`src/design/lpc_pkg.sv`:
```
// Types, widths, register codes and the arctangent table of the polar-to-Cartesian block
package lpc_pkg;

   // Port widths
   localparam int RANGE_W     = 16;
   localparam int BEAM_W      = 12;
   localparam int COORD_W     = 17;
   localparam int CFG_W       = 16;
   localparam int CSR_INDEX_W = 2;

   // Register indexes
   localparam logic [CSR_INDEX_W-1:0] CSR_RANGE_LIMIT   = 2'd0;
   localparam logic [CSR_INDEX_W-1:0] CSR_FIELD_OF_VIEW = 2'd1;
   localparam logic [CSR_INDEX_W-1:0] CSR_ANGLE_STEP    = 2'd2;

   // Register reset values
   localparam logic [CFG_W-1:0] RANGE_LIMIT_RESET   = 16'hFFFF;
   localparam logic [CFG_W-1:0] FIELD_OF_VIEW_RESET = 16'h8000;
   localparam logic [CFG_W-1:0] ANGLE_STEP_RESET    = 16'h0080;

   // Beams at or beyond this count are dropped
   localparam int unsigned MAX_BEAMS = 4096;

   // Datapath: range scaled by the CORDIC gain leaves 14 extra fraction bits
   localparam int ANGLE_W   = 16;
   localparam int GAIN_W    = 30;
   localparam int SCALED_W  = RANGE_W + GAIN_W - 16;
   localparam int XW        = 34;
   localparam int ZW        = 33;
   localparam int FRAC_EXTRA = 14;
   localparam logic [GAIN_W-1:0] GAIN_Q30 = 30'd652032874;
   localparam logic signed [XW-1:0] ROUND_BIAS = 34'sd8192;
   localparam int COORD_MAX = 65535;

   // atan(2^-i), full turn = 2^32
   localparam int ATAN_ENTRIES = 24;
   localparam logic [31:0] ATAN_TABLE [ATAN_ENTRIES] = '{
      32'd536870912, 32'd316933406, 32'd167458907, 32'd85004756,
      32'd42667331,  32'd21354465,  32'd10679838,  32'd5340245,
      32'd2670163,   32'd1335087,   32'd667544,    32'd333772,
      32'd166886,    32'd83443,     32'd41722,     32'd20861,
      32'd10430,     32'd5215,      32'd2608,      32'd1304,
      32'd652,       32'd326,       32'd163,       32'd81
   };

   // Vector handed from cell to cell
   typedef struct packed {
      logic                    valid;
      logic signed [XW-1:0]    x;
      logic signed [XW-1:0]    y;
      logic signed [ZW-1:0]    z;
      logic [BEAM_W-1:0]       beam;
   } cell_data_type;

endpackage

```
`src/design/lpc_front.sv`:
```
// Front end: range check, beam angle, gain scaling and quadrant fold
module lpc_front (
   input  logic                          clock,
   input  logic                          reset,
   input  logic                          enable,
   input  logic                          req_valid,
   input  logic [lpc_pkg::RANGE_W-1:0]   req_range_reading,
   input  logic [lpc_pkg::BEAM_W-1:0]    req_beam_index,
   input  logic [lpc_pkg::CFG_W-1:0]     range_limit,
   input  logic [lpc_pkg::CFG_W-1:0]     field_of_view,
   input  logic [lpc_pkg::CFG_W-1:0]     angle_step,
   output lpc_pkg::cell_data_type        front_out
);
   import lpc_pkg::*;

   localparam int PROD_W = BEAM_W + CFG_W;
   localparam int MULT_W = RANGE_W + GAIN_W;

   logic                  valid_a_ff, valid_a_in;
   logic [RANGE_W-1:0]    range_a_ff;
   logic [BEAM_W-1:0]     beam_a_ff;
   logic [ANGLE_W-1:0]    prod_a_ff, prod_a_in;
   logic [PROD_W-1:0]     prod_full;

   logic                  valid_b_ff;
   logic [SCALED_W-1:0]   scaled_b_ff, scaled_b_in;
   logic [ANGLE_W-1:0]    angle_b_ff, angle_b_in;
   logic [BEAM_W-1:0]     beam_b_ff;
   logic [MULT_W-1:0]     mult_full;

   logic                  valid_c_ff;
   logic signed [XW-1:0]  x_c_ff, x_c_in;
   logic signed [ZW-1:0]  z_c_ff, z_c_in;
   logic [BEAM_W-1:0]     beam_c_ff;
   logic                  fold;
   logic [ANGLE_W-1:0]    angle_fold;

   // Stage A: drop check and index times step
   assign valid_a_in = req_valid && (req_range_reading < range_limit)
                       && (32'(req_beam_index) < MAX_BEAMS);
   assign prod_full  = PROD_W'(req_beam_index) * PROD_W'(angle_step);
   assign prod_a_in  = prod_full[ANGLE_W-1:0];

   // Stage B: beam angle and range times gain
   assign angle_b_in  = prod_a_ff - {1'b0, field_of_view[CFG_W-1:1]};
   assign mult_full   = MULT_W'(range_a_ff) * MULT_W'(GAIN_Q30);
   assign scaled_b_in = mult_full[MULT_W-1:16];

   // Stage C: fold angles of the left half plane onto the right half
   assign fold       = (angle_b_ff[ANGLE_W-1:ANGLE_W-2] == 2'b01)
                       || (angle_b_ff[ANGLE_W-1:ANGLE_W-2] == 2'b10);
   assign angle_fold = fold ? (angle_b_ff - 16'h8000) : angle_b_ff;
   assign x_c_in     = fold ? -signed'(XW'(scaled_b_ff)) : signed'(XW'(scaled_b_ff));
   assign z_c_in     = signed'({{(ZW-32){angle_fold[ANGLE_W-1]}}, angle_fold, 16'h0000});

   // Valid bits
   always_ff @(posedge clock) begin
      if (reset) begin
         valid_a_ff <= 1'b0;
         valid_b_ff <= 1'b0;
         valid_c_ff <= 1'b0;
      end else if (enable) begin
         valid_a_ff <= valid_a_in;
         valid_b_ff <= valid_a_ff;
         valid_c_ff <= valid_b_ff;
      end
   end

   // Payload
   always_ff @(posedge clock) begin
      if (enable) begin
         range_a_ff  <= req_range_reading;
         beam_a_ff   <= req_beam_index;
         prod_a_ff   <= prod_a_in;
         scaled_b_ff <= scaled_b_in;
         angle_b_ff  <= angle_b_in;
         beam_b_ff   <= beam_a_ff;
         x_c_ff      <= x_c_in;
         z_c_ff      <= z_c_in;
         beam_c_ff   <= beam_b_ff;
      end
   end

   assign front_out.valid = valid_c_ff;
   assign front_out.x     = x_c_ff;
   assign front_out.y     = '0;
   assign front_out.z     = z_c_ff;
   assign front_out.beam  = beam_c_ff;

endmodule

```
`config.mk`:
```
export PLATFORM = sky130hd
export DESIGN_NAME = lpc_front
export DESIGN_NICKNAME = d
export VERILOG_FILES = /design/src/design/lpc_pkg.sv /design/src/design/lpc_front.sv
export SDC_FILE = /design/constraint.sdc
export NUM_CORES = 1
export LEC_CHECK = 0
export ABC_AREA = 1
export BUFFER_PORTS_ARGS = -buffer_cell sky130_fd_sc_hd__buf_2
export CAP_MARGIN = 10
export CORE_ASPECT_RATIO = 1.75
export CORE_UTILIZATION = 35
export DETAILED_ROUTE_END_ITERATION = 6
export PLACE_DENSITY = 0.62
export SYNTH_ARGS = -nofsm -noshare
export SYNTH_HDL_FRONTEND = slang
export SYNTH_SLANG_ARGS = --single-unit
```
`constraint.sdc`:
```
create_clock -name clock -period 6.3 [get_ports clock]
set_input_delay 0.63 -clock clock [delete_from_list [all_inputs] [get_ports clock]]
set_output_delay 0.63 -clock clock [all_outputs]
set_load 0.05 [all_outputs]
```
==> flow_summary.ini <==
[cts]
path_clk_slew_ns = 0.07
clk-insertion-delay-late_ns = 0.47
cts_tree = built
cts_root_buf = clkbuf_16
clock_path_buffers = 2
h-tree-depth = 4
cts_sinks = 167
cts_made_buffers = 17

[sta]
period_minus_slack_ns = 6.01
setup_viol = 0
finalSetupTns_ns = 0
finClkSkew_ns = 0.00854
drv_slew = 0
worst_pin_slew_ns = 0.865
max_slew_margin_pct = 42.3
rsz0062_at_grt = no
hold_violations = 0
max_freq_mhz = 166
min_period_over_period_pct = 95.4

[worst_setup_path]
reg2reg_to = scaled_b_ff[16]
crit_fanout = 7
cp-start-kind = flop
r2r_slack_ns = 0.29
cp.required_ns = 6.52
r2r_cells = 17
worstPathArrival_ns = 6.23
cp-end-kind = flop
reg2reg_from = range_a_ff[2]
crit_type = reg2reg

[detailed_routing]
via_per_inst = 4.59
drc_errors = 0
drt_iter0_drc = 550
firstDrtPassIters = 5
wire_per_inst_um = 17.0
wirelength_um = 55300
vias = 14900
ant_nets = 0

[synthesis]
ys_async_sr_fraction_pct = 0
yosysTopAreaCell = fa_1
synthCells = 2293
ys_warn_count = 0
synth-main-ff-cell = edfxtp_1
syn_avg_cell_area_um2 = 8.86
synth_top_area_share_pct = 24.4
synth_seq_area_share_pct = 24.5
syn_area_um2 = 20300
synth_edf_count = 164
synth_most_common_cell = inv_1
synthTopCellsByCount = inv_1 (611), nand2_1 (421), fa_1 (248), ha_1 (227), edfxtp_1 (164)
synth_area_leaders = fa_1 (24%), edfxtp_1 (24%), ha_1 (14%), inv_1 (11%), nand2_1 (7.8%)
ys_ff_latch = 167
synthDistinctLibCells = 47

[global_routing]
grt_max_degree = 79
grt_use_total_pct = 19.9
grt_pass1_vias = 16100
antenna_found_initial = 0
grt_overflow = 0
grt_pass1_wl_um = 86800

[min_path]
min_from = req_range_reading[0]
hold_end = range_a_ff[0]
hold_depth = 1
hold_path.class = in2reg

[status]
status = finished clean

[job]
cap_violations = 0

[placement]
portBuffers = 142
dp_cells = 3209
place_hpwl_um = 47800
gp_congestion = 1.01

[cells_and_area]
layout.cells.non_filler = 3249
drive_gt1_share_pct = 10.7
diodes = 0
final_nets = 3024
area_growth_pct = 11.2

[floorplan]
core_um2 = 57300
die_h_um = 321
ioPinCount = 194
dieArea_um2 = 59100
die_w_um = 184
rows = 116
initial_core_util_pct = 35.4
[cells in the final DEF, fill, tap and decap left out, drive strengths merged, types with 2 or more instances in the layout]
master,synthesis,layout
inv,619,623
nand2,429,429
fa,248,248
ha,227,227
buf,61,183
edfxtp,164,164
nor2,134,134
a21oi,94,94
xor2,63,63
nand3,60,60
o21ai,54,54
conb,1,50
nor3,26,26
nand4,19,19
clkbuf,14,18
a21o,17,17
xnor2,16,16
o21bai,10,10
or2,8,8
o21a,6,6
clkinv,0,6
o31ai,4,4
nor4,4,4
a21boi,3,3
dfxtp,3,3
a31oi,2,2
nand3b,2,2
a41oi,2,2
clkinvlp,0,2
bufinv,0,2
[worst max-delay path by stage]
| stage | slack (ns) | end | depth (start not counted) | start |
|---|---|---|---|---|
| 5_1_grt | 0.003 | scaled_b_ff[22] | 19 | range_a_ff[4] |
| 2_1_floorplan | 1.07 | scaled_b_ff[25] | 19 | range_a_ff[3] |
| 4_1_cts | 0.26 | scaled_b_ff[27] | 22 | range_a_ff[14] |
| 3_5_place_dp | 0.28 | scaled_b_ff[27] | 22 | range_a_ff[14] |
| 6_report | 0.29 | scaled_b_ff[16] | 17 | range_a_ff[2] |
| 3_3_place_gp | 0.28 | scaled_b_ff[22] | 19 | range_a_ff[13] |
[through the flow]
step	setup slack, ns	utilization (%)	instance area, um^2	hold slack, ns
final	0.288	39.4	22600	0.348
after CTS	0.262	39.3	22500	0.311
after detailed placement	0.281	38.2	21900	0.405
after global routing	0.00302	39.4	22600	0.328
after floorplan	1.07	-	20500	0.400
after global placement	0.283	38.2	21900	0.402
[cells by family (layout without fill, tap and decap cells)]
group	Yosys count	after routing	share of synthesized area (%)
AO/OA/AOI/OAI	195	195	5.46
other	1	50	0.0185
buffers and inverters	694	834	13.9
adder cells (fa/ha/maj)	475	475	38.4
XOR/XNOR	79	79	3.44
AND/OR/NAND/NOR	682	682	14.2
flip-flops	167	167	24.5
[layout make-up]
type,count,area [um^2]
multi-input combinational,1481,12700
fill,5911,34700
tap,767,960
clock buffer,18,429
timing repair buffer,183,1020
sequential,167,4980
inverter,619,2320
clock inverter,14,168
[worst max-delay path: stages (launching register included)]
cell,delay (ns)
edfxtp_1,0.60
ha_1,0.61
inv_1,0.11
fa_1,0.54
inv_1,0.07
fa_1,0.52
fa_1,0.44
fa_1,0.54
inv_1,0.06
fa_1,0.53
inv_1,0.04
ha_1,0.31
a21oi_1,0.29
o21ai_0,0.22
o21ai_0,0.61
nand2_1,0.12
nand2_1,0.09
nand2_1,0.05
[per-layer routing]
metal  track usage [%]  part of all wire, %  vias to the layer above
met4              14.2                  7.3                        0
met2              38.8                   56                      368
met5                 0                    0                        -
met3              2.12                  2.5                      153
met1              18.9                   35                     7128
li1                  -                    -                     7272
[sequential cells by signal (all words and copies together) (netlist names), 12 cells and up]
signal,cells
x_c_ff,34
beam_c_ff,12
z_c_ff,16
beam_b_ff,12
beam_a_ff,12
scaled_b_ff,30
range_a_ff,16
prod_a_ff,16
angle_b_ff,16
[what timing repair did]
item / in CTS / in global routing
endpoints found under the hold margin: 0 / 0
hold buffers: 0 / 0
buffers inserted: 0 / 8
gates resized for setup: 0 / 1
setup endpoints to repair: 0 / 1
Power is left out: the tool's default activity adds up to more than one toggle a clock period on the data nets, which glitch-free logic cannot reach.
