## src/design/lpc_pkg.sv

```systemverilog
// Types, widths, register codes and the arctangent table of the polar-to-Cartesian block
package lpc_pkg;

   // Port widths
   localparam int RANGE_W     = 16;
   localparam int BEAM_W      = 12;
   localparam int COORD_W     = 17;
   localparam int CFG_W       = 16;
   localparam int CSR_INDEX_W = 2;

   // Register indexes
   localparam logic [CSR_INDEX_W-1:0] CSR_RANGE_LIMIT   = 2'd0;
   localparam logic [CSR_INDEX_W-1:0] CSR_FIELD_OF_VIEW = 2'd1;
   localparam logic [CSR_INDEX_W-1:0] CSR_ANGLE_STEP    = 2'd2;

   // Register reset values
   localparam logic [CFG_W-1:0] RANGE_LIMIT_RESET   = 16'hFFFF;
   localparam logic [CFG_W-1:0] FIELD_OF_VIEW_RESET = 16'h8000;
   localparam logic [CFG_W-1:0] ANGLE_STEP_RESET    = 16'h0080;

   // Beams at or beyond this count are dropped
   localparam int unsigned MAX_BEAMS = 4096;

   // Datapath: range scaled by the CORDIC gain leaves 14 extra fraction bits
   localparam int ANGLE_W   = 16;
   localparam int GAIN_W    = 30;
   localparam int SCALED_W  = RANGE_W + GAIN_W - 16;
   localparam int XW        = 34;
   localparam int ZW        = 33;
   localparam int FRAC_EXTRA = 14;
   localparam logic [GAIN_W-1:0] GAIN_Q30 = 30'd652032874;
   localparam logic signed [XW-1:0] ROUND_BIAS = 34'sd8192;
   localparam int COORD_MAX = 65535;

   // atan(2^-i), full turn = 2^32
   localparam int ATAN_ENTRIES = 24;
   localparam logic [31:0] ATAN_TABLE [ATAN_ENTRIES] = '{
      32'd536870912, 32'd316933406, 32'd167458907, 32'd85004756,
      32'd42667331,  32'd21354465,  32'd10679838,  32'd5340245,
      32'd2670163,   32'd1335087,   32'd667544,    32'd333772,
      32'd166886,    32'd83443,     32'd41722,     32'd20861,
      32'd10430,     32'd5215,      32'd2608,      32'd1304,
      32'd652,       32'd326,       32'd163,       32'd81
   };

   // Vector handed from cell to cell
   typedef struct packed {
      logic                    valid;
      logic signed [XW-1:0]    x;
      logic signed [XW-1:0]    y;
      logic signed [ZW-1:0]    z;
      logic [BEAM_W-1:0]       beam;
   } cell_data_type;

endpackage

```

## src/design/lpc_output.sv

```systemverilog
// Output stage: rounding, saturation, output register and skid register
module lpc_output (
   input  logic                                clock,
   input  logic                                reset,
   input  lpc_pkg::cell_data_type              out_in,
   output logic                                enable,
   output logic                                rsp_valid,
   input  logic                                rsp_ready,
   output logic signed [lpc_pkg::COORD_W-1:0]  rsp_point_x,
   output logic signed [lpc_pkg::COORD_W-1:0]  rsp_point_y,
   output logic [lpc_pkg::BEAM_W-1:0]          rsp_point_beam
);
   import lpc_pkg::*;

   localparam int SH_W = XW - FRAC_EXTRA;

   logic                      out_valid_ff, out_valid_in;
   logic                      skid_valid_ff, skid_valid_in;
   logic signed [COORD_W-1:0] out_x_ff, out_x_in, out_y_ff, out_y_in;
   logic [BEAM_W-1:0]         out_beam_ff, out_beam_in;
   logic signed [COORD_W-1:0] skid_x_ff, skid_x_in, skid_y_ff, skid_y_in;
   logic [BEAM_W-1:0]         skid_beam_ff, skid_beam_in;
   logic signed [COORD_W-1:0] new_x, new_y;
   logic                      arriving, take;

   // Round half up, drop the extra fraction bits, clamp to +/-65535
   function automatic logic signed [COORD_W-1:0] round_sat(input logic signed [XW-1:0] v);
      logic signed [XW-1:0]   biased;
      logic signed [SH_W-1:0] sh;
      biased = v + ROUND_BIAS;
      sh     = SH_W'(biased >>> FRAC_EXTRA);
      if (sh > signed'(SH_W'(COORD_MAX))) begin
         round_sat = signed'(COORD_W'(COORD_MAX));
      end else if (sh < -signed'(SH_W'(COORD_MAX))) begin
         round_sat = -signed'(COORD_W'(COORD_MAX));
      end else begin
         round_sat = sh[COORD_W-1:0];
      end
   endfunction

   assign new_x    = round_sat(out_in.x);
   assign new_y    = round_sat(out_in.y);
   assign enable   = !skid_valid_ff;
   assign arriving = out_in.valid && enable;
   assign take     = !out_valid_ff || rsp_ready;

   // Output register refills from skid first, else from the pipeline
   always_comb begin
      out_valid_in  = out_valid_ff;
      out_x_in      = out_x_ff;
      out_y_in      = out_y_ff;
      out_beam_in   = out_beam_ff;
      skid_valid_in = skid_valid_ff;
      skid_x_in     = skid_x_ff;
      skid_y_in     = skid_y_ff;
      skid_beam_in  = skid_beam_ff;
      if (take) begin
         if (skid_valid_ff) begin
            out_valid_in  = 1'b1;
            out_x_in      = skid_x_ff;
            out_y_in      = skid_y_ff;
            out_beam_in   = skid_beam_ff;
            skid_valid_in = 1'b0;
         end else begin
            out_valid_in = arriving;
            out_x_in     = new_x;
            out_y_in     = new_y;
            out_beam_in  = out_in.beam;
         end
      end else if (arriving) begin
         skid_valid_in = 1'b1;
         skid_x_in     = new_x;
         skid_y_in     = new_y;
         skid_beam_in  = out_in.beam;
      end
   end

   always_ff @(posedge clock) begin
      if (reset) begin
         out_valid_ff  <= 1'b0;
         skid_valid_ff <= 1'b0;
      end else begin
         out_valid_ff  <= out_valid_in;
         skid_valid_ff <= skid_valid_in;
      end
   end

   always_ff @(posedge clock) begin
      out_x_ff     <= out_x_in;
      out_y_ff     <= out_y_in;
      out_beam_ff  <= out_beam_in;
      skid_x_ff    <= skid_x_in;
      skid_y_ff    <= skid_y_in;
      skid_beam_ff <= skid_beam_in;
   end

   assign rsp_valid      = out_valid_ff;
   assign rsp_point_x    = out_x_ff;
   assign rsp_point_y    = out_y_ff;
   assign rsp_point_beam = out_beam_ff;

endmodule

```

## config.mk

```make
export PLATFORM = sky130hd
export DESIGN_NAME = lpc_output
export DESIGN_NICKNAME = d
export VERILOG_FILES = /design/src/design/lpc_pkg.sv /design/src/design/lpc_output.sv
export SDC_FILE = /design/constraint.sdc
export NUM_CORES = 1
export LEC_CHECK = 0
export BUFFER_PORTS_ARGS = -buffer_cell sky130_fd_sc_hd__buf_4
export CORE_MARGIN = 10
export CORE_UTILIZATION = 46
export DETAILED_ROUTE_END_ITERATION = 8
export PLACE_DENSITY = 0.82
export SLEW_MARGIN = 20
export SYNTH_ARGS = -nofsm -noshare
export SYNTH_HDL_FRONTEND = slang
export SYNTH_SLANG_ARGS = --single-unit
```

## constraint.sdc

```tcl
create_clock -name clock -period 7.3 [get_ports clock]
set_input_delay 2.19 -clock clock [delete_from_list [all_inputs] [get_ports clock]]
set_output_delay 2.19 -clock clock [all_outputs]
set_load 0.02 [all_outputs]
```

==> results of run 1 <==
## worst reg2reg max path, cell delays in order, from the launching register on
cell and delay (ns):
dfxtp_1 0.31, buf_4 0.25, inv_2 0.58, nand3_1 0.52
o211a_1 0.29
## cell families (layout without fill, tap and decap cells)
group / Yosys count / count (layout) / synth area share [%]
XOR/XNOR: 33 / 33 / 5.81
adder cells (fa/ha/maj): 2 / 2 / 0.503
buffers and inverters: 34 / 139 / 2.94
AND/OR/NAND/NOR: 154 / 154 / 16.2
flip-flops: 94 / 94 / 56.4
multiplexers: 26 / 26 / 5.86
AO/OA/AOI/OAI: 84 / 84 / 12.3
## power groups by stage
stage	Sequential (mW)	Clock [mW]	Combinational, mW
after global placement	0.653	0	0.206
after floorplan	0.685	0	0.0829
after CTS	0.642	0.323	0.212
after global routing	0.645	0.346	0.229
after detailed placement	0.654	0	0.211
final	0.641	0.310	0.211
## final timing paths
kind / cells after the start / slack, ns / endpoint / start
worst max-delay path: 8 / 2.70 / rsp_point_y[4] / out_in[64]
worst min-delay path: 2 / 0.55 / rsp_point_x[13] / skid_x_ff[13]
worst max register to register: 4 / 5.11 / rsp_point_y[4] / skid_valid_ff
worst min register to register: 2 / 0.55 / rsp_point_x[13] / skid_x_ff[13]
## sequential cells by signal, summed over array words and instances, names as in the netlist
name / flops
rsp_point_beam: 12
rsp_point_x: 17
rsp_point_y: 17
rsp_valid: 1
skid_beam_ff: 12
skid_valid_ff: 1
skid_x_ff: 17
skid_y_ff: 17
## layout by cell type (no fill, tap or decap), types with 6 or more instances in the layout
cell type	count
and3_1	8
clkbuf_8	9
nor2_1	28
o211a_1	9
nand4_1	7
nor3_1	9
xnor2_1	15
edfxtp_1	92
xor2_1	18
nand3_1	23
mux2_2	25
nor4_1	6
or3_1	8
o21ai_1	6
buf_4	108
o21ai_0	18
nand2_1	40
a21oi_1	13
inv_1	13
a2bb2oi_1	7
## stage by stage
stage,power (mW),cells,util (%)
4_1_cts,1.18,668,58.0
6_report,1.16,668,58.2
5_1_grt,1.22,668,58.2
2_1_floorplan,0.768,427,-
3_5_place_dp,0.864,652,56.4
3_3_place_gp,0.859,652,56.4
## final cells by class
class / count / area (um2) / share of cell area (%)
sequential: 94 / 2800 / 46.3
multi-input combinational: 299 / 2040 / 33.7
timing repair buffer: 108 / 811 / 13.4
tap: 136 / 170 / 2.81
clock buffer: 10 / 128 / 2.11
inverter: 15 / 56.3 / 0.930
clock inverter: 6 / 47.5 / 0.785
## metal layers
metal	up-vias	share of wire [%]
met4	0	1.7
met5	-	0
li1	1823	-
met1	1801	42
met2	125	49
met3	18	6.7
==> impl_metrics.tcl, run 1 <==
set metrics [dict create \
    whs_ns 0.554 \
    vdd_drop_max_mv 0.110 \
    start_kind "primary input" \
    yosysMostFrequentCell "edfxtp_1" \
    fp.dieH_um 124 \
    fmax_mhz 217 \
    htreeDepth 3 \
    use_met2_pct 27.0 \
    fin_crit_sh_pct 63.0 \
    worst_path_max_delay_cell "nor3_1" \
    place_area_mm2 0.00587 \
    netSwitchingPower_mw 0.315 \
    status "completed" \
    netlist.area_leader.share_pct 55.6 \
    synth-main-ff-cell "edfxtp_1" \
    post_cts_buffers 0 \
    critPathMaxStageDelay_ns 0.44 \
    synth_area_mm2 0.00497 \
    area_growth_pct 21.8 \
    rsz0062_at_grt "no" \
    drv_cap 0 \
    syn-instance-count 427 \
    grt_pass1_wl_mm 19.1 \
    clockRootBuffer "clkbuf_8" \
    antenna_left 0 \
    critPathTopFamily "simple AND/OR/NAND/NOR gates" \
    p_leak_nw 2.33 \
    seq_power_share_pct 55.2 \
    antenna_found_initial 0 \
    syn-num-nets 546 \
    critPathMaxFanout 12 \
    cts-resized-gates 0 \
    busiest_layer "met2" \
    row_count 37 \
    yosysTopAreaCell "edfxtp_1" \
    yosysSeqAreaShare_pct 56.4 \
    tightest_slew_ns 0.835 \
    die_area_mm2 0.0154 \
    num_io_pins 165 \
    cell_internal_pwr_mw 0.848 \
    relSlewSlack_pct 44.4 \
    dr.pass1.iters 5 \
    arrival_ns 4.70 \
    vias 3767 \
    viasPerCell 5.64 \
    wl_per_cell_um 18.2 \
    final_hold_viol_count 0 \
    synth_top_cells_by_count "edfxtp_1 (92), nand2_1 (40), nor2_1 (28)" \
    overflow 0 \
    hp-class "reg2reg" \
    grtUsageTotal_pct 15.7 \
    combPwrFrac_pct 18.1 \
    core-area_mm2 0.0104 \
    critPathBufInv 1 \
    start_util_pct 47.7 \
    path_cells "buf_4 > nand4_1 > nor3_1 > mux2_2 > o32ai_1 > a41o_1 > nand3_1 > o211a_1" \
    drive_gt1_share_pct 30.5 \
    routed_wl_mm 12.1 \
    insertion_delay_ns 0.35 \
    grt_use_met1_pct 18.9 \
    die_width_um 124 \
    synth-seq-cells 94 \
    grt_pass1_vias 3770 \
    setup-violations-final 0 \
    nFillCells 874 \
    syn_avg_cell_area_um2 11.6 \
    drv_slew 0 \
    synthArstFlopShare_pct 0 \
    p_sw_share_pct 27.1 \
    worst_slack_ns 2.70 \
    yosysWarnings 0 \
    pwr-share-clk_pct 26.7 \
    place_ws_ns 2.19 \
    hold_buffers 0 \
    yosys.cell_types.count 58 \
    portBuffers 105 \
    ys_top_cells_by_area "edfxtp_1 (56%), mux2_2 (5.7%), xor2_1 (3.2%)" \
    finalSetupTns_ns 0 \
    grt_max_degree 50 \
    clkTransAtPathRegs_ns 0.09 \
    p_per_area_mw_per_mm2 192 \
    worstSetupPathType "in2reg" \
    required_ns 7.41 \
    fin_crit_ns 4.60 \
    place_congestion 0.892 \
    antenna_cells 0 \
    final_area_mm2 0.00606 \
    dp_hpwl_mm 8.82 \
    ctsLongestPathBuffers 2 \
    cts.sinks 94 \
    skew_ns 0.00753 \
    final_nets 646 \
    drtIter0Drc 345 \
    crit_path_end_kind "register" \
    synth-edff-count 92 \
    globalRouteMet3Util_pct 3.67 \
    cts_buffers 9 \
    drc_errors 0 \
    tritoncts "yes" \
]
Power figures use the tool's default switching activity.
==> run 2: changes to the inputs <==
clock period = 3.74 ns   (was 7.3 ns; I/O delays follow)
==> run 2 against run 1 <==
Sequential share of layout area is 0.83 points lower. Flip-flop and latch count stayed put. Worst setup slack got worse by 2.3 ns. Die area unchanged. First-iteration DRC count is 11% lower. Via count up 1.9%. Global-route usage rose by 0.065 points. Non-clock buffer count increased by 14. Power increased by 97%. Critical endpoint is now rsp_point_x[12]. Largest power group unchanged. Highest routed layer unchanged.
==> impl_metrics.tcl, run 2 (same netlist as run 1, synthesis figures left out) <==
set metrics [dict create \
    antenna_found_initial 0 \
    relSlewSlack_pct 57.5 \
    final_hold_viol_count 0 \
    hp-class "reg2reg" \
    cts-resized-gates 0 \
    start_util_pct 47.7 \
    num_io_pins 165 \
    hold_start "skid_beam_ff[7]" \
    required_ns 3.85 \
    drv_cap 0 \
    place_ws_ns 0.0737 \
    drive_gt1_share_pct 32.2 \
    fin_crit_ns 3.29 \
    crit_start "out_in[92]" \
    place_congestion 0.905 \
    tritoncts "yes" \
    die_width_um 124 \
    rrSetupSlack_ns 2.15 \
    r2r_end "skid_x_ff[1]" \
    status "completed" \
    antenna_cells 0 \
    hold_buffers 0 \
    p_per_area_mw_per_mm2 371 \
    worst_slack_ns 0.449 \
    fp.dieH_um 124 \
    vias 3837 \
    row_count 37 \
    fin_crit_sh_pct 88.0 \
    p_leak_nw 2.40 \
    dp_hpwl_mm 9.05 \
    final_nets 660 \
    grt_max_degree 49 \
    critPathMaxFanout 13 \
    setup-violations-final 0 \
    layout_commonest_cell "buf_4" \
    area_growth_pct 24.0 \
    grtUsageTotal_pct 15.7 \
    tightest_slew_ns 0.637 \
    htreeDepth 3 \
    min_delay_path_depth 1 \
    final_cell_mix "buf_4 (122), edfxtp_1 (92), nand2_1 (40), nor2_1 (28), mux2_2 (25)" \
    cts.sinks 94 \
    vdd_drop_max_mv 0.191 \
    holdPathEnd "rsp_point_beam[7]" \
    wl_per_cell_um 18.0 \
    antenna_left 0 \
    cts_buffers 9 \
    finalSetupTns_ns 0 \
    power_mw 2.29 \
    ctsLongestPathBuffers 2 \
    clockRootBuffer "clkbuf_8" \
    grt_pass1_wl_mm 19.2 \
    crit_path_end_kind "register" \
    skew_ns 0.00434 \
    reg2regPathDepth 3 \
    post_cts_buffers 0 \
    fin_cells 682 \
    viasPerCell 5.63 \
    arrival_ns 3.40 \
    drc_errors 0 \
    insertion_delay_ns 0.35 \
    core-area_mm2 0.0104 \
    worstSetupPathType "in2reg" \
    dr.pass1.iters 5 \
    rsz0062_at_grt "no" \
    grt_pass1_vias 3752 \
    start_kind "primary input" \
    placed_cells 666 \
    routed_wl_mm 12.3 \
    fmax_mhz 304 \
    drv_slew 0 \
    overflow 0 \
    clkTransAtPathRegs_ns 0.09 \
    drtIter0Drc 308 \
    reg2reg_from "skid_valid_ff" \
    die_area_mm2 0.0154 \
    portBuffers 105 \
]
## run 2: cell types whose count changed in the layout (fill, tap and decap cells not counted), sizes merged
cell and delta:
clkbuf -1, clkinvlp -1, buf +14, clkinv +3
inv -1
## run 2: area by class of cell
class / instances / area, um2
repair buffers: 122 / 916
clock inverters: 7 / 61.3
fillers: 888 / 4250
flip-flops and latches: 94 / 2800
well taps: 136 / 170
multi-input cells: 299 / 2040
clock buffers: 9 / 124
inverters: 15 / 56.3
## run 2: where the power goes
group / internal (mW) / total (mW) / switching [mW]
clock network: 0.249 / 0.613 / 0.364
logic: 0.183 / 0.420 / 0.237
registers: 1.23 / 1.25 / 0.0211
## run 2: how the worst max path moves through the flow
| stage | depth (start not counted) | to | slack [ns] |
|---|---|---|---|
| 4_1_cts | 9 | rsp_point_x[12] | 0.47 |
| 3_5_place_dp | 9 | rsp_point_x[12] | 0.07 |
| 5_1_grt | 9 | rsp_point_x[12] | 0.18 |
| 3_3_place_gp | 9 | rsp_point_x[12] | 0.21 |
| 6_report | 9 | rsp_point_x[12] | 0.45 |
| 2_1_floorplan | 2 | skid_beam_ff[0] | 0.18 |
## run 2: through the flow
step / area (um2) / util, % / hold WS (ns)
final: 6170 / 59.2 / 0.556
after global routing: 6170 / 59.2 / 0.570
after CTS: 6170 / 59.2 / 0.556
after detailed placement: 5980 / 57.4 / 0.533
after global placement: 5980 / 57.4 / 0.510
after floorplan: 4990 / - / 0.498
## run 2: worst max-delay path: stages
cell and delay, ns:
buf_4 0.11, ha_1 0.26, nand4_1 0.34, nor4_1 0.59
a21oi_1 0.16, o32ai_2 0.19, buf_4 0.25, o21ai_1 0.11
mux2_2 0.28
## run 2: metal layers
metal | track usage, % | wire, um
met1 | 21.0 | 5300
met2 | 25.1 | 5880
met3 | 3.44 | 936
met4 | 4.82 | 134
met5 | 0 | 0
