`src/design/lpc_pkg.sv`:
```
// Types, widths, register codes and the arctangent table of the polar-to-Cartesian block
package lpc_pkg;

   // Port widths
   localparam int RANGE_W     = 16;
   localparam int BEAM_W      = 12;
   localparam int COORD_W     = 17;
   localparam int CFG_W       = 16;
   localparam int CSR_INDEX_W = 2;

   // Register indexes
   localparam logic [CSR_INDEX_W-1:0] CSR_RANGE_LIMIT   = 2'd0;
   localparam logic [CSR_INDEX_W-1:0] CSR_FIELD_OF_VIEW = 2'd1;
   localparam logic [CSR_INDEX_W-1:0] CSR_ANGLE_STEP    = 2'd2;

   // Register reset values
   localparam logic [CFG_W-1:0] RANGE_LIMIT_RESET   = 16'hFFFF;
   localparam logic [CFG_W-1:0] FIELD_OF_VIEW_RESET = 16'h8000;
   localparam logic [CFG_W-1:0] ANGLE_STEP_RESET    = 16'h0080;

   // Beams at or beyond this count are dropped
   localparam int unsigned MAX_BEAMS = 4096;

   // Datapath: range scaled by the CORDIC gain leaves 14 extra fraction bits
   localparam int ANGLE_W   = 16;
   localparam int GAIN_W    = 30;
   localparam int SCALED_W  = RANGE_W + GAIN_W - 16;
   localparam int XW        = 34;
   localparam int ZW        = 33;
   localparam int FRAC_EXTRA = 14;
   localparam logic [GAIN_W-1:0] GAIN_Q30 = 30'd652032874;
   localparam logic signed [XW-1:0] ROUND_BIAS = 34'sd8192;
   localparam int COORD_MAX = 65535;

   // atan(2^-i), full turn = 2^32
   localparam int ATAN_ENTRIES = 24;
   localparam logic [31:0] ATAN_TABLE [ATAN_ENTRIES] = '{
      32'd536870912, 32'd316933406, 32'd167458907, 32'd85004756,
      32'd42667331,  32'd21354465,  32'd10679838,  32'd5340245,
      32'd2670163,   32'd1335087,   32'd667544,    32'd333772,
      32'd166886,    32'd83443,     32'd41722,     32'd20861,
      32'd10430,     32'd5215,      32'd2608,      32'd1304,
      32'd652,       32'd326,       32'd163,       32'd81
   };

   // Vector handed from cell to cell
   typedef struct packed {
      logic                    valid;
      logic signed [XW-1:0]    x;
      logic signed [XW-1:0]    y;
      logic signed [ZW-1:0]    z;
      logic [BEAM_W-1:0]       beam;
   } cell_data_type;

endpackage

```
`src/design/lpc_cordic_cell.sv`:
```
// One CORDIC rotation cell: a shift-add micro-rotation and its angle update
module lpc_cordic_cell #(
   parameter int SHIFT = 0
) (
   input  logic                    clock,
   input  logic                    reset,
   input  logic                    enable,
   input  lpc_pkg::cell_data_type  cell_in,
   output lpc_pkg::cell_data_type  cell_out
);
   import lpc_pkg::*;

   logic                  valid_ff;
   logic signed [XW-1:0]  x_ff, x_in;
   logic signed [XW-1:0]  y_ff, y_in;
   logic signed [ZW-1:0]  z_ff, z_in;
   logic [BEAM_W-1:0]     beam_ff;
   logic signed [XW-1:0]  dx, dy;
   logic signed [ZW-1:0]  atan_s;

   assign dx     = cell_in.y >>> SHIFT;
   assign dy     = cell_in.x >>> SHIFT;
   assign atan_s = signed'(ZW'(ATAN_TABLE[SHIFT]));

   // Rotate toward zero residual angle
   always_comb begin
      if (!cell_in.z[ZW-1]) begin
         x_in = cell_in.x - dx;
         y_in = cell_in.y + dy;
         z_in = cell_in.z - atan_s;
      end else begin
         x_in = cell_in.x + dx;
         y_in = cell_in.y - dy;
         z_in = cell_in.z + atan_s;
      end
   end

   always_ff @(posedge clock) begin
      if (reset) begin
         valid_ff <= 1'b0;
      end else if (enable) begin
         valid_ff <= cell_in.valid;
      end
   end

   always_ff @(posedge clock) begin
      if (enable) begin
         x_ff    <= x_in;
         y_ff    <= y_in;
         z_ff    <= z_in;
         beam_ff <= cell_in.beam;
      end
   end

   assign cell_out.valid = valid_ff;
   assign cell_out.x     = x_ff;
   assign cell_out.y     = y_ff;
   assign cell_out.z     = z_ff;
   assign cell_out.beam  = beam_ff;

endmodule

```
`config.mk`:
```
export PLATFORM = sky130hd
export DESIGN_NAME = lpc_cordic_cell
export DESIGN_NICKNAME = d
export VERILOG_FILES = /design/src/design/lpc_pkg.sv /design/src/design/lpc_cordic_cell.sv
export SDC_FILE = /design/constraint.sdc
export NUM_CORES = 1
export LEC_CHECK = 0
export BUFFER_PORTS_ARGS = -buffer_cell sky130_fd_sc_hd__buf_2
export CAP_MARGIN = 20
export CORE_MARGIN = 8
export CORE_UTILIZATION = 40
export DETAILED_ROUTE_END_ITERATION = 8
export SETUP_SLACK_MARGIN = 0.4
export SLEW_MARGIN = 0
export SYNTH_ARGS = -nofsm -noshare
export SYNTH_HDL_FRONTEND = slang
export SYNTH_SLANG_ARGS = --single-unit
```
`constraint.sdc`:
```
create_clock -name clock -period 4.6 [get_ports clock]
set_input_delay 0.46 -clock clock [delete_from_list [all_inputs] [get_ports clock]]
set_output_delay 0.46 -clock clock [all_outputs]
set_load 0.02 [all_outputs]
```
==> metrics.cfg, run 1 <==
[run_status]
status=complete, no violations

[timing]
fin_crit_ns=3.211
drv_slew=0
rsz0062_at_grt=false
fin_setup_tns_ns=0
worstMarginPinSlew_ns=0.7892
fmax_ghz=0.3115
worst_clock_skew_ns=0
maxSlewHeadroom=0.4706
setup_viol=0
finalHoldViolCount=0
period_share=0.6980

[routing]
vias=9067
antenna_left=0
post_drt_wl_per_cell_microns=20.56
drc=0
dr.pass1.iters=6
via_per_inst=5.632
wirelength_microns=33100
drt_iter0_drc=889

[global_route]
grt_pass1_vias=8662
track_usage=0.2190
grt_overflow_total=0
grt_pass1_wl_microns=49540
grt_max_degree=50
antenna_found_initial=0

[worst_setup_path]
path_class=in2reg
regToRegStartpoint=valid_ff$_SDFFE_PP0P_
critPathMaxFanout=16
critPathLaunch=cell_in[64]
rr_worst_depth=2
r2r_end=valid_ff$_SDFFE_PP0P_
cp.required_ns=4.75
end_kind=register
start_kind=input port
r2r_slack_ns=4.02
cp.arrival_ns=3.37

[synthesis]
yosysWarningCount=0
avgSynthCellArea_sq_um=9.123
syn-cell-area_sq_um=9679
synth_edf_count=112
synth_seq_cells=113
syn_inst=1061
seq_area_frac_synth=0.3495
synth_fp_nets=1284
synth_cell_type_count=81
ys_async_sr_fraction=0
synthFlopType=edfxtp_1

[power_and_ir_drop]
p_leak_uw=0.005036
p_sw_uw=1449
clkPwrFrac=0.333
power.density_nw_per_um2=344.5
intPower_uw=2573
pwr-share-seq=0.336
ir_drop_mv=0.2038
pwr-share-comb=0.331
switching_share=0.3602

[cts]
clkSlewWorstSetupHoldPaths_ns=0.06
h-tree-depth=4
cts_root_buffer=clkbuf_16
cts_tree=done
clockBufferDepth=2
cts_hold_repair.buffers=0
cts.sinks=113
postCtsSetupBuffers=0
cts_buffers=17
cts.repair.resized=0
clk_latency_ns=0.41

[final_layout]
layout-drive-gt1-share=0.2317
finalNetCount=1496
area_growth_pct=20.62
postLayoutCoreUtil=0.4858
n_antenna_cell=0

[die]
coreArea_sq_um=24030
dieHeight_microns=171.6
die-area_sq_um=29430
rows=57
pin_count=231
die_w_microns=171.6
start_util=0.4027

[place]
io_buffers=230
hpwl_microns=26050
gp_congestion=0.9043

[min_path]
holdCritPathClass=in2reg
hold_depth=2
hold-path-endpoint=valid_ff$_SDFFE_PP0P_
min_from=reset

[run]
maxCapViolCount=0

cells in the final DEF (no fill, tap or decap), types with 5 or more instances in the layout:
cell type	count
nor2_1	73
inv_1	108
o21ai_1	8
nor4_1	7
ha_1	102
nand4_1	12
or3_1	11
nor3_1	23
clkbuf_16	17
a221oi_1	7
buf_4	11
xnor2_1	59
mux2i_1	11
edfxtp_1	112
nand2b_1	13
a21oi_1	121
inv_6	5
nand2_1	43
or4_1	6
nor2b_1	11
nor3_2	5
o21a_1	14
o31ai_1	6
buf_2	229
a21o_1	17
o21ai_0	73
o211ai_1	13
nand3_1	12
o21bai_1	17
clkinv_1	6
and2_1	7
a31oi_1	15
a211oi_1	15
xor2_1	5
worst max-delay path by stage:
stage | to | cells after the start | slack, ns
after floorplan | y_ff[20]$_DFFE_PP_ | 10 | 1.78
after global routing | y_ff[31]$_DFFE_PP_ | 11 | 1.21
after global placement | y_ff[31]$_DFFE_PP_ | 11 | 1.02
after CTS | y_ff[31]$_DFFE_PP_ | 11 | 1.43
after detailed placement | y_ff[31]$_DFFE_PP_ | 11 | 1.03
final | y_ff[31]$_DFFE_PP_ | 11 | 1.39
cell type report:
type	count	area (sq um)
fill	2336	12360
multi-input combinational	789	5657
sequential	113	3383
timing repair buffer	240	1229
clock buffer	17	425.4
inverter	112	420.4
tap	324	405.4
clock inverter	15	155.1
registers in the layout, indices dropped and copies added (netlist names):
name      count
z_ff         33
y_ff         33
x_ff         34
valid_ff      1
beam_ff      12
logic make-up after synthesis:
| group | count (synthesis) | share of synthesized area |
|---|---|---|
| AND/OR/NAND/NOR | 238 | 0.1246 |
| buffers and inverters | 159 | 0.06605 |
| flip-flops | 113 | 0.3495 |
| AO/OA/AOI/OAI | 370 | 0.2504 |
| multiplexers | 11 | 0.01138 |
| adder cells (fa/ha/maj) | 106 | 0.1401 |
| XOR/XNOR | 64 | 0.05791 |
layer usage:
metal / up-vias / part of all wire / track usage
li1: 4295 / - / -
met1: 4275 / 0.44 / 0.2948
met2: 443 / 0.44 / 0.3436
met3: 54 / 0.085 / 0.03994
met4: 0 / 0.029 / 0.08582
met5: - / 0 / 0
per-stage QoR:
stage                     total power [uW]  cell area (sq um)  setup slack, ns  std cells  hold WS (ns)
after floorplan                       2228               9679            1.782       1061        0.4617
after global placement                2683              11090            1.015       1578        0.4711
after detailed placement              2689              11090            1.025       1578        0.4876
after CTS                             4043              11670            1.434       1610        0.1792
after global routing                  4211              11670            1.210       1610        0.1986
final                                 4022              11670            1.389       1610        0.1946
critical path, stage by stage:
cell and delay (ns):
buf_2 0.10, inv_1 0.04, ha_1 0.69, nand4_1 0.30
or4_1 0.60, a311oi_1 0.33, a21oi_1 0.13, and2_1 0.21
o21ai_1 0.17, o21ai_1 0.08, o211a_1 0.25
synthesized netlist by cell type (16+ instances only):
cell	number	area share
o21bai_1	17	0.013
edfxtp_1	112	0.35
nor2_1	73	0.028
a21oi_1	121	0.063
a21o_1	17	0.013
xnor2_1	59	0.053
o21ai_0	73	0.038
inv_1	108	0.042
buf_2	16	0.0083
nor3_1	23	0.012
nand2_1	43	0.017
ha_1	102	0.13
clkbuf_1	19	0.0074
power by group through the flow:
stage               Combinational, uW  Sequential [uW]  Clock [uW]
global route                     1440             1370        1410
global placement                 1310             1370           0
finish                           1330             1350        1340
detailed placement               1310             1380           0
CTS                              1320             1350        1370
floorplan                         674             1550           0
No activity file was read; power rests on OpenSTA's default activity.
==> run 2, diff against run 1 <==
Settings changed: ABC_AREA set to 1.
Clock period 4.6 ns to 3.1 ns, I/O delays scaled along.
==> run 2 against run 1 <==
- via count is 22% higher
- die area is 11% higher
- sequential share of layout area is 2.5 points lower
- clock-buffer cell count stayed put
- global-route usage is 1.0 points higher
- utilization is 0.99 points lower
- clock power is 48% higher
- synthesized area is 12% higher
- sequential power is 44% higher
- critical path type unchanged
- critical endpoint is now y_ff[32]$_DFFE_PP_
- largest cell class unchanged
==> metrics.cfg, run 2 <==
[run]
maxCapViolCount=0  ; unchanged

[worst_setup_path]
start_kind=input port
cp.arrival_ns=2.53  ; -0.84 ns
path_class=in2reg
path_common_cell=nand2_1
cp_num_buf_inv=3  ; +1
r2r_slack_ns=2.52  ; -1.50 ns
crit_slowest_cell=ha_1
critPathMaxFanout=11  ; -5
crit_chain=buf_2 > inv_1 > ha_1 > nand2_1 > o21ai_0 > inv_1 > nand2_1 > nand2_1 > nand2_1 > nand2_1 > nand2_1 > nand2_1 > nand3_1 > nand2_1
critPathLaunch=cell_in[51]
regToRegStartpoint=valid_ff$_SDFFE_PP0P_
end_kind=register
cp.required_ns=3.27  ; -1.48 ns
cpPeakStageDelay_ns=0.61  ; -0.08 ns
path_delay_family=simple AND/OR/NAND/NOR gates

[final_layout]
final_cell_mix=nand2_1, buf_2, inv_1
area_growth_pct=17.74
finalNetCount=1959  ; +31%
final_common_cell=nand2_1
top_regs=x_ff: 34 flops, y_ff: 33 flops, z_ff: 33 flops
layout-drive-gt1-share=0.1938  ; -0.03790
regMostFlops=x_ff
largest_reg_flops=34  ; unchanged
n_antenna_cell=0  ; unchanged

[routing]
vias=11060  ; +22%
drt_iter0_drc=1058  ; +19%
via_per_inst=5.293  ; -6.0%
antenna_left=0  ; unchanged
dr.pass1.iters=6  ; unchanged
drc=0  ; unchanged
wirelength_microns=38260  ; +16%
post_drt_wl_per_cell_microns=18.30  ; -11%

[synthesis]
yosysTopAreaCellShare=0.3105  ; -0.03700
yosys-top-cells-count=nand2_1, inv_1, nand3_1, nor2_1, a21oi_1
ys_async_sr_fraction=0  ; unchanged
synthFlopType=edfxtp_1
yosysWarningCount=0  ; unchanged
synth_seq_cells=113  ; unchanged
synth_edf_count=112  ; unchanged
synth_fp_nets=1747  ; +36%
synth.largest_area_cell=edfxtp_1
seq_area_frac_synth=0.3123  ; -0.03722
syn_inst=1524  ; +44%
synthTopCellsByArea=edfxtp_1, nand2_1, ha_1
syn-cell-area_sq_um=10830  ; +12%
synth_cell_type_count=49  ; -40%
avgSynthCellArea_sq_um=7.108  ; -22%
yosysMostFrequentCell=nand2_1

[global_route]
grt_pass1_vias=10860  ; +25%
grt_overflow_total=0  ; unchanged
track_usage=0.2293  ; +0.01024
antenna_found_initial=0  ; unchanged
grt_pass1_wl_microns=59200  ; +20%
grt_max_degree=64  ; +28%

[die]
die-area_sq_um=32600  ; +11%
dieHeight_microns=180.6  ; +5.3%
rows=60  ; +5.3%
start_util=0.4042  ; +0.001474
coreArea_sq_um=26800  ; +12%
pin_count=231  ; unchanged
die_w_microns=180.6  ; +5.3%

[place]
hpwl_microns=31660  ; +22%
io_buffers=230  ; unchanged
gp_congestion=0.9622  ; +6.4%

[cts]
cts_root_buffer=clkbuf_16
h-tree-depth=4  ; unchanged
cts.sinks=113  ; unchanged
clockBufferDepth=2  ; unchanged
cts_tree=done
cts_buffers=17  ; unchanged
postCtsSetupBuffers=0  ; unchanged
cts.repair.resized=0  ; unchanged
cts_hold_repair.buffers=0  ; unchanged
clkSlewWorstSetupHoldPaths_ns=0.06  ; about the same
clk_latency_ns=0.41  ; about the same

[timing]
fmax_ghz=0.4234
drv_slew=0  ; unchanged
fin_setup_tns_ns=0  ; unchanged
finalHoldViolCount=0  ; unchanged
worst_clock_skew_ns=0  ; unchanged
period_share=0.7619
rsz0062_at_grt=false
fin_crit_ns=2.362
worstMarginPinSlew_ns=0.7508  ; -0.03841 ns
maxSlewHeadroom=0.4995  ; +0.02886
setup_viol=0  ; unchanged

[power_and_ir_drop]
power.density_nw_per_um2=472.9  ; +37%
switching_share=0.3908  ; +0.03065
total_power_uw=6032  ; +50%
clkPwrFrac=0.329  ; -0.004
intPower_uw=3675  ; +43%
pwr-share-seq=0.324  ; -0.012
p_leak_uw=0.006295  ; +25%
p_sw_uw=2357  ; +63%
pwr-share-comb=0.347  ; +0.016
ir_drop_mv=0.3326  ; +63%

[min_path]
holdCritPathClass=in2reg
min_from=reset

[run_status]
status=complete, no violations

run 2: cell types whose count changed after synthesis, sizes merged, moves of 14 or more:
cell    change
a211oi     -14
buf        +14
clkbuf     -15
inv        +96
nand2     +361
nand3     +138
nor2       +86
nor3       -15
o21ai      +15
xnor2      -59
xor2       +19
run 2: kinds of logic after synthesis:
family | Yosys count | synth area share
mux | 2 | 0.001848
fa+ha+maj | 106 | 0.1252
simple gates | 752 | 0.2986
flops | 113 | 0.3123
compound gates | 276 | 0.1420
xor+xnor | 24 | 0.01940
buf+inv | 251 | 0.1007
run 2: cell type report:
type	count	area [sq um]
fillers	2798	14050
multi-input cells	1160	6359
flip-flops and latches	113	3383
repair buffers	239	1234
inverters	205	777.0
well taps	341	426.7
clock buffers	17	425.4
clock inverters	15	150.1
run 2: power by group through the flow:
stage | Sequential (uW) | Clock (uW) | Combinational (uW)
after floorplan | 2220 | 0 | 1130
after global placement | 1980 | 0 | 2060
after detailed placement | 1990 | 0 | 2060
after CTS | 1960 | 2040 | 2070
after global routing | 1970 | 2090 | 2290
final | 1950 | 1980 | 2090
run 2: metrics by stage:
stage / instance area [sq um] / instances / worst slack, ns / hold WS, ns / util
after floorplan: 10830 / 1524 / 1.102 / 0.3824 / -
after global placement: 12180 / 2058 / 0.3999 / 0.4672 / 0.4544
after detailed placement: 12180 / 2058 / 0.3973 / 0.4677 / 0.4544
after CTS: 12750 / 2090 / 0.8365 / 0.02113 / 0.4759
after global routing: 12750 / 2090 / 0.5122 / 0.03862 / 0.4759
final: 12750 / 2090 / 0.7382 / 0.04197 / 0.4759
run 2: routing by layer:
| metal | vias up | wire [microns] | part of all wire | track usage |
|---|---|---|---|---|
| met5 | - | 0 | 0 | 0 |
| met4 | 0 | 599 | 0.016 | 0.05456 |
| met3 | 43 | 2869 | 0.075 | 0.03992 |
| met2 | 492 | 17200 | 0.45 | 0.3751 |
| met1 | 5086 | 17580 | 0.46 | 0.3099 |
| li1 | 5442 | - | - | - |
run 2: worst paths after layout:
kind / to / depth (start not counted)
hold / removal: valid_ff$_SDFFE_PP0P_ / 2
hold reg to reg: valid_ff$_SDFFE_PP0P_ / 2
setup reg to reg: valid_ff$_SDFFE_PP0P_ / 2
setup / recovery: y_ff[32]$_DFFE_PP_ / 14
run 2: worst register-to-register path: stages, from the launching register on:
cell and delay [ns]:
dfxtp_1 0.31, mux2i_1 0.12, nor2_1 0.05
==> run 3, diff against run 2 <==
Clock period 3.1 ns to 2.35 ns, I/O delays scaled along.
==> run 3 against run 2 <==
- clock skew is the same
- combinational power grew 67%
- utilization grew 9.8 points
- power grew 45%
- clock-buffer cell count is the same
- global-route usage grew 2.3 points
- critical path type unchanged
- critical endpoint is now y_ff[15]$_DFFE_PP_
- highest routed layer unchanged
==> metrics.cfg, run 3 (synthesis gave the netlist of run 2 again) <==
[worst_setup_path]
path_class=in2reg
critPathMaxFanout=6  ; -5
crit_chain=buf_2 > inv_1 > ha_2 > buf_4 > nor2_4 > nand2_1 > inv_1 > a21oi_1 > buf_4 > nand3_1 > nand3_1 > o21ai_0
cp.required_ns=2.48  ; -0.79 ns
cp.arrival_ns=2.02  ; -0.51 ns
crit_slowest_cell=ha_2
end_kind=register
path_delay_family=buffers and inverters
start_kind=input port
r2r_slack_ns=1.77  ; -0.75 ns
cp_num_buf_inv=5  ; +2
cpPeakStageDelay_ns=0.40  ; -0.21 ns

[routing]
vias=11970  ; +8.2%
drt_iter0_drc=778  ; -26%
post_drt_wl_per_cell_microns=17.77  ; -2.9%
antenna_left=0  ; unchanged
drc=0  ; unchanged
wirelength_microns=41990  ; +9.8%
dr.pass1.iters=5  ; -1
via_per_inst=5.065  ; -4.3%

[die]
start_util=0.4042  ; unchanged
die-area_sq_um=32600  ; unchanged
die_w_microns=180.6  ; unchanged
pin_count=231  ; unchanged
rows=60  ; unchanged
coreArea_sq_um=26800  ; unchanged
dieHeight_microns=180.6  ; unchanged

[place]
hpwl_microns=34180  ; +8.0%
place_ws_ns=-0.1156  ; -0.5129 ns
gp_congestion=0.9139  ; -5.0%
post_dp_cell_area_sq_um=13910  ; +14%
io_buffers=230  ; unchanged

[timing]
period_share=0.8037
fin_crit_ns=1.889
setup_ws_ns=0.4613  ; -0.2769 ns
drv_slew=0  ; unchanged
worst_clock_skew_ns=0  ; unchanged
worstMarginPinSlew_ns=0.7505  ; -0.0003579 ns
rsz0062_at_grt=true
fin_setup_tns_ns=0  ; unchanged
fmax_ghz=0.5295
finalHoldViolCount=0  ; unchanged
setup_viol=0  ; unchanged
maxSlewHeadroom=0.4997  ; about the same

[cts]
clockBufferDepth=2  ; unchanged
clk_latency_ns=0.43  ; +0.02 ns
cts_root_buffer=clkbuf_16
clkSlewWorstSetupHoldPaths_ns=0.06  ; about the same
h-tree-depth=4  ; unchanged
cts_tree=done
cts.sinks=113  ; unchanged
cts_buffers=17  ; unchanged

[global_route]
grt_pass1_vias=11950  ; +10%
track_usage=0.2519  ; +0.02266
grt_pass1_wl_microns=65080  ; +9.9%
antenna_found_initial=0  ; unchanged
grt_max_degree=64  ; unchanged
grt_overflow_total=0  ; unchanged

[run_status]
status=complete, no violations

[final_layout]
layout-drive-gt1-share=0.3304  ; +0.1365
seqCellArea_sq_um=3383  ; unchanged
multi_input_comb_area_sq_um=6799  ; +6.9%
area_growth_pct=42.10
top_regs=x_ff: 34 flops, y_ff: 33 flops, z_ff: 33 flops
post-route-cell-area_sq_um=15390  ; +21%
finalNetCount=2232  ; +14%
largest_reg_flops=34  ; unchanged
regMostFlops=x_ff
n_antenna_cell=0  ; unchanged
final_cell_mix=nand2_1, buf_4, buf_2
fill_cells=2632  ; -5.9%
final_common_cell=nand2_1

[run]
maxCapViolCount=0  ; unchanged

[power_and_ir_drop]
power.density_nw_per_um2=569.2  ; +20%
p_leak_uw=0.007604  ; +21%
ir_drop_mv=0.3338  ; +0.37%

[min_path]
holdCritPathClass=in2reg

run 3: cell types whose count changed in the layout (fill, tap and decap cells not counted), moves of 15 or more:
cell / previous run / this run
a21oi_2: 8 / 23
buf_4: 9 / 236
ha_2: 0 / 17
nand2_1: 385 / 361
ha_1: 102 / 73
dlygate4sd3_1: 0 / 42
a21oi_1: 123 / 107
nand2_2: 19 / 42
run 3: worst paths after layout:
check / startpoint / end / depth (start not counted)
max reg2reg: valid_ff$_SDFFE_PP0P_ / valid_ff$_SDFFE_PP0P_ / 2
min reg2reg: valid_ff$_SDFFE_PP0P_ / valid_ff$_SDFFE_PP0P_ / 2
min: cell_in[113] / valid_ff$_SDFFE_PP0P_ / 3
max: cell_in[56] / y_ff[15]$_DFFE_PP_ / 12
run 3: report_power, final:
group,total [uW],leakage [uW],internal (uW),switching [uW]
Sequential,2580,0.00110,2520,60.3
Combinational,3480,0.00621,1370,2110
Clock,2710,0.000287,1580,1130
run 3: final cells by class:
class,instances,area share
clock buffer,17,0.02764
clock inverter,15,0.01032
inverter,205,0.05064
multi-input combinational,1160,0.4417
sequential,113,0.2198
tap,341,0.02772
timing repair buffer,512,0.2222
run 3: routing by layer:
metal	part of all wire	track usage	vias up	wire, microns
li1	-	-	5987	-
met5	0	0	-	0
met1	0.48	0.3447	5535	19970
met4	0.020	0.06746	0	854
met2	0.44	0.4060	399	18600
met3	0.061	0.04073	48	2566
run 3: timing repair:
action                     CTS  global route
pin swaps                    0             7
hold buffers                42             0
setup endpoints to repair    9            51
resized for setup            8           120
setup buffers                0             4
gates cloned                 0             0
hold endpoints to repair    42             0
run 3: stage by stage:
stage | power (uW) | std cells | hold slack [ns] | utilization
6_report | 8762 | 2363 | 0.04783 | 0.5744
5_1_grt | 9232 | 2363 | 0.07179 | 0.5744
2_1_floorplan | 4423 | 1524 | 0.3074 | -
3_3_place_gp | 5821 | 2285 | 0.3924 | 0.5190
3_5_place_dp | 5845 | 2285 | 0.3942 | 0.5190
4_1_cts | 8649 | 2359 | 0.03780 | 0.5572
run 3: worst register-to-register path: stages, from the launching register on:
cell	delay [ns]
dfxtp_1	0.31
mux2i_1	0.12
nor2_1	0.05
